File: src/hdl/urlpd_pkg.sv
package urlpd_pkg;

  // Special characters
  localparam logic [7:0] CH_PERCENT = 8'h25;
  localparam logic [7:0] CH_PLUS    = 8'h2B;
  localparam logic [7:0] CH_SPACE   = 8'h20;
  localparam logic [7:0] CH_DEL     = 8'd127;
  localparam logic [7:0] CTRL_LIMIT = 8'd32;

  // Result status codes
  typedef enum logic [1:0] {
    ST_OK         = 2'd0,
    ST_INCOMPLETE = 2'd1,
    ST_INVALID    = 2'd2,
    ST_CONTROL    = 2'd3
  } status_t;

  // Escape phase, one-hot
  typedef enum logic [2:0] {
    PH_TEXT = 3'b001,
    PH_HI   = 3'b010,
    PH_LO   = 3'b100
  } phase_t;

  // Registered input request
  typedef struct packed {
    logic       valid;
    logic [7:0] data;
    logic       last;
  } in_req_t;

  // Decoder result for one request
  typedef struct packed {
    logic       emit;
    logic [7:0] data;
    status_t    status;
    logic       eos;
  } res_t;

  function automatic logic hex_ok(input logic [7:0] c);
    hex_ok = (c >= "0" && c <= "9") || (c >= "a" && c <= "f") ||
             (c >= "A" && c <= "F");
  endfunction

  function automatic logic [3:0] hex_val(input logic [7:0] c);
    logic [7:0] v;
    if (c >= "0" && c <= "9") begin
      v = c - 8'h30;
    end else if (c >= "a" && c <= "f") begin
      v = c - 8'h57;
    end else if (c >= "A" && c <= "F") begin
      v = c - 8'h37;
    end else begin
      v = 8'd0;
    end
    hex_val = v[3:0];
  endfunction

  function automatic logic is_ctrl(input logic [7:0] c);
    is_ctrl = (c < CTRL_LIMIT) || (c == CH_DEL);
  endfunction

endpackage

File: src/hdl/urlpd_in_reg.sv
module urlpd_in_reg (
  input  logic              clk,
  input  logic              rst_n,
  input  logic              in_valid,
  output logic              in_ready,
  input  logic [7:0]        in_byte,
  input  logic              in_is_last,
  input  logic              take,
  output urlpd_pkg::in_req_t req
);

  logic       valid_r, valid_nxt;
  logic [7:0] data_r;
  logic       last_r;
  logic       load;

  // Free when empty or when the held request moves on this cycle
  assign in_ready = !valid_r || take;
  assign load     = in_valid && in_ready;

  always_comb begin
    valid_nxt = valid_r;
    if (load) begin
      valid_nxt = 1'b1;
    end else if (take) begin
      valid_nxt = 1'b0;
    end
  end

  always_ff @(posedge clk) begin
    if (!rst_n) begin
      valid_r <= 1'b0;
    end else begin
      valid_r <= valid_nxt;
    end
  end

  // Payload, no reset
  always_ff @(posedge clk) begin
    if (load) begin
      data_r <= in_byte;
      last_r <= in_is_last;
    end
  end

  assign req.valid = valid_r;
  assign req.data  = data_r;
  assign req.last  = last_r;

endmodule

File: src/hdl/urlpd_decode.sv
module urlpd_decode (
  input  logic              clk,
  input  logic              rst_n,
  input  urlpd_pkg::in_req_t req,
  input  logic              take,
  output urlpd_pkg::res_t   res
);

  urlpd_pkg::phase_t phase_r, phase_nxt;
  logic [3:0]        nib_r, nib_nxt;
  logic              disc_r, disc_nxt;

  logic [7:0]        c;
  logic              last;
  logic              hok;
  logic [3:0]        hv;
  logic [7:0]        byte_v;
  logic              byte_go;

  assign c    = req.data;
  assign last = req.last;
  assign hok  = urlpd_pkg::hex_ok(c);
  assign hv   = urlpd_pkg::hex_val(c);

  // Next state and result for the held request
  always_comb begin
    phase_nxt  = phase_r;
    nib_nxt    = nib_r;
    disc_nxt   = disc_r;
    res.emit   = 1'b0;
    res.data   = 8'd0;
    res.status = urlpd_pkg::ST_OK;
    res.eos    = 1'b0;
    byte_v     = 8'd0;
    byte_go    = 1'b0;

    if (disc_r) begin
      // dropping rest of a failed string
      if (last) begin
        disc_nxt  = 1'b0;
        phase_nxt = urlpd_pkg::PH_TEXT;
        nib_nxt   = 4'd0;
      end
    end else begin
      unique case (phase_r)
        urlpd_pkg::PH_HI: begin
          if (last) begin
            res.emit   = 1'b1;
            res.status = urlpd_pkg::ST_INCOMPLETE;
            res.eos    = 1'b1;
            phase_nxt  = urlpd_pkg::PH_TEXT;
            nib_nxt    = 4'd0;
          end else if (!hok) begin
            res.emit   = 1'b1;
            res.status = urlpd_pkg::ST_INVALID;
            res.eos    = 1'b1;
            phase_nxt  = urlpd_pkg::PH_TEXT;
            nib_nxt    = 4'd0;
            disc_nxt   = 1'b1;
          end else begin
            nib_nxt   = hv;
            phase_nxt = urlpd_pkg::PH_LO;
          end
        end
        urlpd_pkg::PH_LO: begin
          if (!hok) begin
            res.emit   = 1'b1;
            res.status = urlpd_pkg::ST_INVALID;
            res.eos    = 1'b1;
            phase_nxt  = urlpd_pkg::PH_TEXT;
            nib_nxt    = 4'd0;
            disc_nxt   = !last;
          end else begin
            phase_nxt = urlpd_pkg::PH_TEXT;
            byte_v    = {nib_r, hv};
            byte_go   = 1'b1;
          end
        end
        default: begin
          phase_nxt = urlpd_pkg::PH_TEXT;
          if (c == urlpd_pkg::CH_PERCENT) begin
            if (last) begin
              res.emit   = 1'b1;
              res.status = urlpd_pkg::ST_INCOMPLETE;
              res.eos    = 1'b1;
              nib_nxt    = 4'd0;
            end else begin
              phase_nxt = urlpd_pkg::PH_HI;
            end
          end else begin
            byte_v  = (c == urlpd_pkg::CH_PLUS) ? urlpd_pkg::CH_SPACE : c;
            byte_go = 1'b1;
          end
        end
      endcase

      // decoded or plain byte: control check
      if (byte_go) begin
        res.emit = 1'b1;
        if (urlpd_pkg::is_ctrl(byte_v)) begin
          res.status = urlpd_pkg::ST_CONTROL;
          res.eos    = 1'b1;
          phase_nxt  = urlpd_pkg::PH_TEXT;
          nib_nxt    = 4'd0;
          disc_nxt   = !last;
        end else begin
          res.data = byte_v;
          res.eos  = last;
          if (last) begin
            nib_nxt = 4'd0;
          end
        end
      end
    end
  end

  always_ff @(posedge clk) begin
    if (!rst_n) begin
      phase_r <= urlpd_pkg::PH_TEXT;
      nib_r   <= 4'd0;
      disc_r  <= 1'b0;
    end else if (take) begin
      phase_r <= phase_nxt;
      nib_r   <= nib_nxt;
      disc_r  <= disc_nxt;
    end
  end

endmodule

File: src/hdl/urlpd_out_reg.sv
module urlpd_out_reg (
  input  logic            clk,
  input  logic            rst_n,
  input  logic            load,
  input  urlpd_pkg::res_t res,
  input  logic            out_ready,
  output logic            out_valid,
  output logic [7:0]      out_byte,
  output logic [1:0]      out_status,
  output logic            out_end_of_string
);

  logic       valid_r, valid_nxt;
  logic [7:0] data_r;
  logic [1:0] status_r;
  logic       eos_r;

  always_comb begin
    valid_nxt = valid_r;
    if (load) begin
      valid_nxt = 1'b1;
    end else if (out_ready) begin
      valid_nxt = 1'b0;
    end
  end

  always_ff @(posedge clk) begin
    if (!rst_n) begin
      valid_r <= 1'b0;
    end else begin
      valid_r <= valid_nxt;
    end
  end

  // Result payload, no reset
  always_ff @(posedge clk) begin
    if (load) begin
      data_r   <= res.data;
      status_r <= res.status;
      eos_r    <= res.eos;
    end
  end

  assign out_valid         = valid_r;
  assign out_byte          = data_r;
  assign out_status        = status_r;
  assign out_end_of_string = eos_r;

endmodule

File: src/hdl/url_percent_decoder_top.sv
// URL query-string percent decoder.
// Input channel: in_valid/in_ready with in_byte and in_is_last, one raw byte
// per request; in_is_last marks the end of a string.
// Result channel: out_valid/out_ready with out_byte, out_status
// (0 ok, 1 incomplete escape, 2 bad hex digit, 3 control character) and
// out_end_of_string. A request gives zero or one result: '%' and a good first
// hex digit give none unless last, nor do bytes dropped after an error.
// Throughput: one byte per cycle unless a result waits on out_ready, set by
// the single decode stage between the input register and the result register.
// A byte accepted into the input register is decoded from it combinationally
// and its result is loaded into the result register, which drives out_valid,
// when not stalled.
// Reset (synchronous, rst_n low) empties both registers and returns the
// decoder to plain text. When out_ready is low the result register holds;
// a byte that gives no result still moves on, and one that gives a result
// waits in the input register, so in_ready falls only when both are full.
module url_percent_decoder_top (
  input  logic       clk,
  input  logic       rst_n,
  input  logic       in_valid,
  output logic       in_ready,
  input  logic [7:0] in_byte,
  input  logic       in_is_last,
  output logic       out_valid,
  input  logic       out_ready,
  output logic [7:0] out_byte,
  output logic [1:0] out_status,
  output logic       out_end_of_string
);

  urlpd_pkg::in_req_t req;
  urlpd_pkg::res_t    res;
  logic               take;
  logic               out_space;

  // Held request moves on when its result (if any) has room
  assign out_space = !out_valid || out_ready;
  assign take      = req.valid && (!res.emit || out_space);

  urlpd_in_reg u_in (
    .clk        (clk),
    .rst_n      (rst_n),
    .in_valid   (in_valid),
    .in_ready   (in_ready),
    .in_byte    (in_byte),
    .in_is_last (in_is_last),
    .take       (take),
    .req        (req)
  );

  urlpd_decode u_dec (
    .clk   (clk),
    .rst_n (rst_n),
    .req   (req),
    .take  (take),
    .res   (res)
  );

  urlpd_out_reg u_out (
    .clk               (clk),
    .rst_n             (rst_n),
    .load              (take && res.emit),
    .res               (res),
    .out_ready         (out_ready),
    .out_valid         (out_valid),
    .out_byte          (out_byte),
    .out_status        (out_status),
    .out_end_of_string (out_end_of_string)
  );

`ifndef SYNTHESIS
  // Error results always close the string and carry a zero byte
  a_err_fmt: assert property (@(posedge clk) disable iff (!rst_n)
    (out_valid && out_status != urlpd_pkg::ST_OK) |->
      (out_end_of_string && out_byte == 8'd0))
    else $error("error result without end of string or with nonzero byte");

  // A request that produces a result shows up in the result register
  a_emit_out: assert property (@(posedge clk) disable iff (!rst_n)
    (take && res.emit) |=> out_valid)
    else $error("result lost between decode and result register");

  // Back-pressure on the input only when a request is held
  a_ready: assert property (@(posedge clk) disable iff (!rst_n)
    !in_ready |-> (req.valid && res.emit && out_valid && !out_ready))
    else $error("input stalled without cause");
`endif

endmodule
File: config.mk
export PLATFORM = sky130hd
export DESIGN_NAME = url_percent_decoder_top
export DESIGN_NICKNAME = d
export VERILOG_FILES = /design/src/hdl/urlpd_pkg.sv /design/src/hdl/urlpd_in_reg.sv /design/src/hdl/urlpd_decode.sv /design/src/hdl/urlpd_out_reg.sv /design/src/hdl/url_percent_decoder_top.sv
export SDC_FILE = /design/constraint.sdc
export NUM_CORES = 1
export LEC_CHECK = 0
export BUFFER_PORTS_ARGS = -buffer_cell sky130_fd_sc_hd__buf_2
export CAP_MARGIN = 20
export CORE_ASPECT_RATIO = 1.25
export CORE_MARGIN = 10
export CORE_UTILIZATION = 61
export DETAILED_ROUTE_END_ITERATION = 10
export HOLD_SLACK_MARGIN = 0.1
export PLACE_DENSITY = 0.93
export SYNTH_ARGS = -nofsm -noshare
export SYNTH_HDL_FRONTEND = slang
export SYNTH_SLANG_ARGS = --single-unit
File: constraint.sdc
create_clock -name clk -period 4.6 [get_ports clk]
set_clock_uncertainty 0.05 [all_clocks]
set_input_delay 0 -clock clk [delete_from_list [all_inputs] [get_ports clk]]
set_output_delay 0 -clock clk [all_outputs]
set_load 0.02 [all_outputs]
**After elaboration in Yosys (flattened, before gate mapping)**

Index checks and enable logic that the tools add are counted.

- Register bits after elaboration: 30
- Input port bits: 13
- Output and inout bits: 13

- Muxes and demuxes: 57
- Magnitude comparators: 7
- Equality and inequality tests: 6
- Add/sub/neg operators: 3
- Bitwise operators: 1
- Reductions and logical operators: 20

Operator list:

| operator | count |
|---|---|
| two-way mux 4 bit | 12 |
| two-way mux 8 bit | 5 |
| two-way mux 3 bit | 10 |
| two-way mux 12 bit | 2 |
| two-way mux 1 bit | 18 |
| equality test 8 x 6 -> 1 bit (second input constant) | 2 |
| >= comparator 8 x 7 -> 1 bit (second input constant) | 2 |
| less-or-equal comparator 8 x 7 -> 1 bit (second input constant) | 2 |
| case mux 8 bit (2 select lines) | 1 |
| case mux 3 bit (2 select lines) | 2 |
| equality test 8 x 7 -> 1 bit (second input constant) | 1 |
| >= comparator 8 x 6 -> 1 bit (second input constant) | 1 |
| less-or-equal comparator 8 x 6 -> 1 bit (second input constant) | 1 |
| < comparator 8 x 6 -> 1 bit (second input constant) | 1 |
| case mux 4 bit (2 select lines) | 1 |
| subtractor 4 x 3 -> 4 bit (second input constant) | 2 |
| logical AND 1 bit | 6 |
| logical OR 1 bit | 6 |
| two-way mux 2 bit | 3 |
| case mux 1 bit (2 select lines) | 3 |
| zero test 1 bit | 4 |
| nonzero test 2 bit | 2 |
| subtractor 4 x 1 -> 4 bit (second input constant) | 1 |
| equality test 3 x 2 -> 1 bit (second input constant) | 1 |
| 5 further kinds | 5 |

**Depth between registers and ports, before layout**

- Depth in word-level cells: 19
- Gate-level depth with buffers: 12
- Gate-level depth less buffers: 10

**By module**

A second synthesis with hierarchy kept.

- Cells, all modules: 204
- Area total of the unflattened synthesis: 1,946.9 sq um

Modules (own cells, without submodules):

| module | times used | area an instance (sq um) | sequential area each (sq um) | cells an instance |
|---|---|---|---|---|
| urlpd_decode | 1 | 1,199.9 | 160.2 | 170 |
| urlpd_out_reg | 1 | 371.6 | 350.3 | 14 |
| urlpd_in_reg | 1 | 342.8 | 290.3 | 16 |
| url_percent_decoder_top | 1 | 32.5 | 0.0 | 4 |

**Worst setup path after synthesis**

No wires, ideal clock.

- Kind: register to register
- Start: register u_in.data_r[0]
- End: register u_in.data_r[0], enable pin
- Buffers on the path: 1
- Data required time: 4,175 ps
- Data arrival time: 2,329 ps
- Setup time: 375 ps
- Stages on the path, launching flop included: 11
- Path slack: 1,846 ps
- Cell sequence: edfxtp_1 > buf_2 > inv_1 > ha_1 > o21bai_1 > o21ai_1 > and3_1 > nand3_1 > a21oi_1 > nor4b_1 > nor2b_1

- Cells in the longest elaborated chain, start to end: 14

Ends and longest elaborated chain:

| element | RTL line | text |
|---|---|---|
| start: declaration | urlpd_in_reg.sv:13 | `logic [7:0] data_r;` |
| start signal: assignment | urlpd_in_reg.sv:41 | `data_r <= in_byte;` |
| >= comparator 8 x 6 -> 1 bit (tied with other cells) | urlpd_pkg.sv:41 | `hex_ok = (c >= "0" && c <= "9") \|\| (c >= "a" && c <= "f") \|\|` |
| logical AND 1 bit | urlpd_pkg.sv:41 |  |
| logical OR 1 bit (2 in a row) | urlpd_pkg.sv:41 |  |
| two-way mux 1 bit (on tied branches) | urlpd_decode.sv:53, urlpd_decode.sv:66 |  |
| two-way mux 1 bit / case mux 1 bit (2 select lines) (equally long branches) | urlpd_decode.sv:47, urlpd_decode.sv:45 |  |
| case mux 1 bit (2 select lines) / two-way mux 1 bit (equally long branches) | urlpd_decode.sv:45, urlpd_decode.sv:37 |  |
| two-way mux 12 bit * | urlpd_decode.sv:98 | `if (byte_go) begin` |
| two-way mux 12 bit * | urlpd_decode.sv:37 | `if (disc_r) begin` |
| zero test 1 bit * | url_percent_decoder_top.sv:38 | `assign take = req.valid && (!res.emit \|\| out_space);` |
| logical OR 1 bit * | url_percent_decoder_top.sv:38 |  |
| logical AND 1 bit * | url_percent_decoder_top.sv:38 |  |
| logical OR 1 bit * | urlpd_in_reg.sv:18 | `assign in_ready = !valid_r \|\| take;` |
| logical AND 1 bit * | urlpd_in_reg.sv:19 | `assign load = in_valid && in_ready;` |
| via u_in.load | urlpd_in_reg.sv:15 | `logic load;` |

Mark *: on every way through the listed nets, which the timed path passes. The rest lies on a longest branch. The select of a mux whose other input is x is not followed.
A chain may end at the register's enable or synchronous reset.

**Worst setup path after layout**

Same ends and word-level chain as after synthesis.

==> out/results.md <==
| Item | Reported |
|---|---|
| RSZ-0062 raised after global routing | no |
| Number of detailed-route iterations in the first pass | 4 |
| Initial standard-cell utilization of the core | 0.652 |
| Total inserted antenna cells | 0 |
| Combined area of all synthesized cells | 1780 um^2 |
| Dominant cell by count in the synthesized netlist | sky130_fd_sc_hd__edfxtp_1 |
| Synth-to-layout area growth | 19.7% |
| Longest Clk Path Bufs | 2 |
| Htree depth | 2 |
| Post-synthesis average cell area | 9.74 um^2 |
| Antenna Nets Post-Route | 0 |
| Yosys warnings | 0 |
| Residual overflow from global routing | 0 |
| Worst IR drop on VDD | 0.000236 V |
| Post-synthesis xor/xnor area fraction | 0.00982 |
| Arithmetic-cell share of the synthesized area counting full adders, half adders and majority gates | 0.0281 |
| Number of clock sinks | 30 |
| Number of hold violations in the final report | 0 |
| Area occupied by multi-input gates | 915 um^2 |
| Gr usage total | 0.162 |
| Capturing instance or port of the critical path | u_in.data_r[0] |
| Global-route wire length before repair | 6800 um |
| Die Ht | 80.4 um |
| P_leak | 0.856 nW |
| GP Congestion | 0.859 |
| Worst slack on hold paths | 315 ps |
| Number of antenna violations at the first check in global routing | 0 |
| Final-report setup violation count | 0 |
| Top-area cell type share of the netlist area | 0.337 |
| Post-synthesis cell type count | 56 |
| Chip width | 68.4 um |
| Number of vias after detailed routing | 1600 |
| Max_cap viols | 0 |
| CTS buffer count | 5 |
| Post-synthesis net count | 200 |
| Post-CTS setup buffer count | 0 |
| Proportion of layout cells with a drive suffix above 1 | 0.199 |
| Worst relative slew slack | 0.520 |
| Mux contribution to synthesized area | 0 |
| Number of nets at the end of the flow | 237 |
| Drc violations | 0 |
| Top-Level Pins | 26 |
| Worst setup path startpoint | u_in.data_r[0] |
| Achievable frequency | 0.302 GHz |
| Status | completed |
| Largest net degree at the start of global routing | 19 |
| Data required time of the worst path | 4540 ps |
| Number of instances in the synthesized netlist | 183 |
| HP Class | input port to flop |
| TritonCTS clock tree | built |
| Site Rows | 21 |
| Endpoint type of the worst setup path | flop |
| DP Worst Slack | 1400 ps |
| Setup slack on the worst flop-to-flop path | 1290 ps |
| Root Buffer | sky130_fd_sc_hd__clkbuf_4 |
| Yosys top cell by area | sky130_fd_sc_hd__edfxtp_1 |
| Number of global-route vias before repair | 1506 |
| Clock latency on the worst-skew pair | 360 ps |
| Main combinational cell family by area after synthesis | compound AO/OA/AOI/OAI gates |
| Critical path class | flop to flop |
| Max-slew violation count | 0 |
| Total die area | 5500 um^2 |
| Startpoint type of the worst setup path | flop |
| Share of the cycle needed by the critical path after routing | 0.719 |
| Total area of sequential cells | 801 um^2 |
| Core utilization of the finished layout | 0.781 |
| Clock-pin slew of the registers on the worst-case setup and hold paths | 80 ps |
| Post-synth ARST share | 0 |
| Portion of the post-synthesis area used by sequential elements | 0.449 |
| Setup tns final | 0 ps |
| End of the worst register-to-register path | u_in.data_r[0] |
| Launch point of the worst reg-to-reg path | u_in.data_r[0] |
| Worst setup slack after layout | 1290 ps |
| Depth of the most critical reg-to-reg path | 9 |
| DRC violation total after the first TritonRoute iteration | 93 |
| Cell Pwr Density | 288 nW/um^2 |
| Flip-flop and latch count after synthesis | 30 |
| Fill count | 180 |
| Crit path DAT | 3240 ps |
| Floorplan core area | 2730 um^2 |
| Top FF cell, synth | sky130_fd_sc_hd__edfxtp_1 |
| Average vias per placed instance | 6.27 |
| Critical path peak fanout | 10 |
| Total half-perimeter wirelength after legalization and detailed placement | 3140 um |
| Number of enable flip-flop cells after synthesis | 20 |
| Post-layout min period | 3310 ps |
| Aggregate routed wire length | 4380 um |
| Most area-consuming cells after synthesis | sky130_fd_sc_hd__edfxtp_1, sky130_fd_sc_hd__dfxtp_1, sky130_fd_sc_hd__nand2_1 |
| Compound-cell area share of the yosys netlist | 0.251 |
| Top post-synthesis cells by count | sky130_fd_sc_hd__edfxtp_1, sky130_fd_sc_hd__nand2_1, sky130_fd_sc_hd__nor2_1, sky130_fd_sc_hd__a21oi_1 |
| Slew at the pin with the worst max-slew slack | 719 ps |
| Simple logic cell fraction of the synthesized area | 0.225 |
| Wire length per cell after detailed routing | 17.2 um |
| Port bufs | 25 |
| Power, Total | 0.614 mW |
-- final cells by class --
cell class,instances,share of cell area
Clock buffer,7,0.0410
Tap cell,34,0.0199
Timing Repair Buffer,38,0.120
Multi-Input combinational cell,137,0.428
Clock inverter,1,0.00176
Sequential cell,30,0.375
Inverter,8,0.0141
-- kinds of logic (layout without fill, tap and decap cells) --
| logic type | count (synthesis) | after routing |
|---|---|---|
| adder cells (fa/ha/maj) | 4 | 4 |
| XOR/XNOR | 2 | 2 |
| flip-flops | 30 | 30 |
| buffers and inverters | 16 | 54 |
| AO/OA/AOI/OAI | 57 | 57 |
| AND/OR/NAND/NOR | 74 | 74 |
-- power by group --
part / total [mW] / switching, mW / internal [mW]
clock network: 0.219 / 0.0948 / 0.124
logic: 0.0814 / 0.0465 / 0.0350
registers: 0.314 / 0.0128 / 0.302
-- worst max-delay path, cell delays in order (launching register included) --
cell and delay [ps]:
sky130_fd_sc_hd__edfxtp_1 590, sky130_fd_sc_hd__inv_1 150, sky130_fd_sc_hd__ha_1 260, sky130_fd_sc_hd__nor4bb_1 150
sky130_fd_sc_hd__nor2_1 260, sky130_fd_sc_hd__and3_1 280, sky130_fd_sc_hd__nand3_1 220, sky130_fd_sc_hd__a21oi_1 270
sky130_fd_sc_hd__nor4b_1 120, sky130_fd_sc_hd__nor2b_1 610
-- sequential cells by signal (all words and copies together), names as in the netlist --
| signal | flops |
|---|---|
| u_dec.nib_r | 4 |
| u_dec.phase_r | 3 |
| u_in.data_r | 8 |
| u_in.last_r | 1 |
| u_out.out_status | 2 |
| u_out.out_end_of_string | 1 |
| u_in.valid_r | 1 |
| u_dec.disc_r | 1 |
| u_out.out_valid | 1 |
| u_out.out_byte | 8 |
-- repair_timing --
item / CTS / global route
hold buffers: 13 / 0
resized for setup: 0 / 0
hold endpoints to repair: 15 / 0
-- layer usage --
metal / GRT usage / vias up / routed length [um]
met5: 0 / - / 0
met4: 0.0847 / 0 / 114
met3: 0.0625 / 15 / 394
met2: 0.282 / 72 / 2200
met1: 0.158 / 755 / 1670
li1: - / 758 / -
-- worst min path at each step --
stage               depth (start not counted)        from               end
floorplan                                   1       rst_n  u_dec.phase_r[0]
CTS                                         2  in_is_last       u_in.last_r
finish                                      2  in_byte[0]    u_in.data_r[0]
detailed placement                          1  in_byte[7]    u_in.data_r[7]
global placement                            1  in_byte[0]    u_in.data_r[0]
global route                                2  in_byte[7]    u_in.data_r[7]
-- placed cells by master, fill, tap and decap left out, types with 3 or more instances in the layout --
cell type                       count
sky130_fd_sc_hd__a21boi_0           4
sky130_fd_sc_hd__a21oi_1           12
sky130_fd_sc_hd__a22o_1             3
sky130_fd_sc_hd__and2_1             5
sky130_fd_sc_hd__and3b_1            4
sky130_fd_sc_hd__buf_2             25
sky130_fd_sc_hd__clkbuf_4           5
sky130_fd_sc_hd__dfxtp_1           10
sky130_fd_sc_hd__dlygate4sd3_1     13
sky130_fd_sc_hd__edfxtp_1          20
sky130_fd_sc_hd__ha_1               4
sky130_fd_sc_hd__inv_1              8
sky130_fd_sc_hd__nand2_1           18
sky130_fd_sc_hd__nand2b_1           3
sky130_fd_sc_hd__nand3_1            7
sky130_fd_sc_hd__nor2_1            18
sky130_fd_sc_hd__nor3_1             5
sky130_fd_sc_hd__o21ai_0           10
-- metrics by stage --
step / cells / area (um^2)
after global routing: 255 / 2130
after floorplan: 183 / 1780
after CTS: 255 / 2130
final: 255 / 2130
after global placement: 234 / 1910
after detailed placement: 234 / 1910
Note: power is estimated with default switching activity, not from simulation.
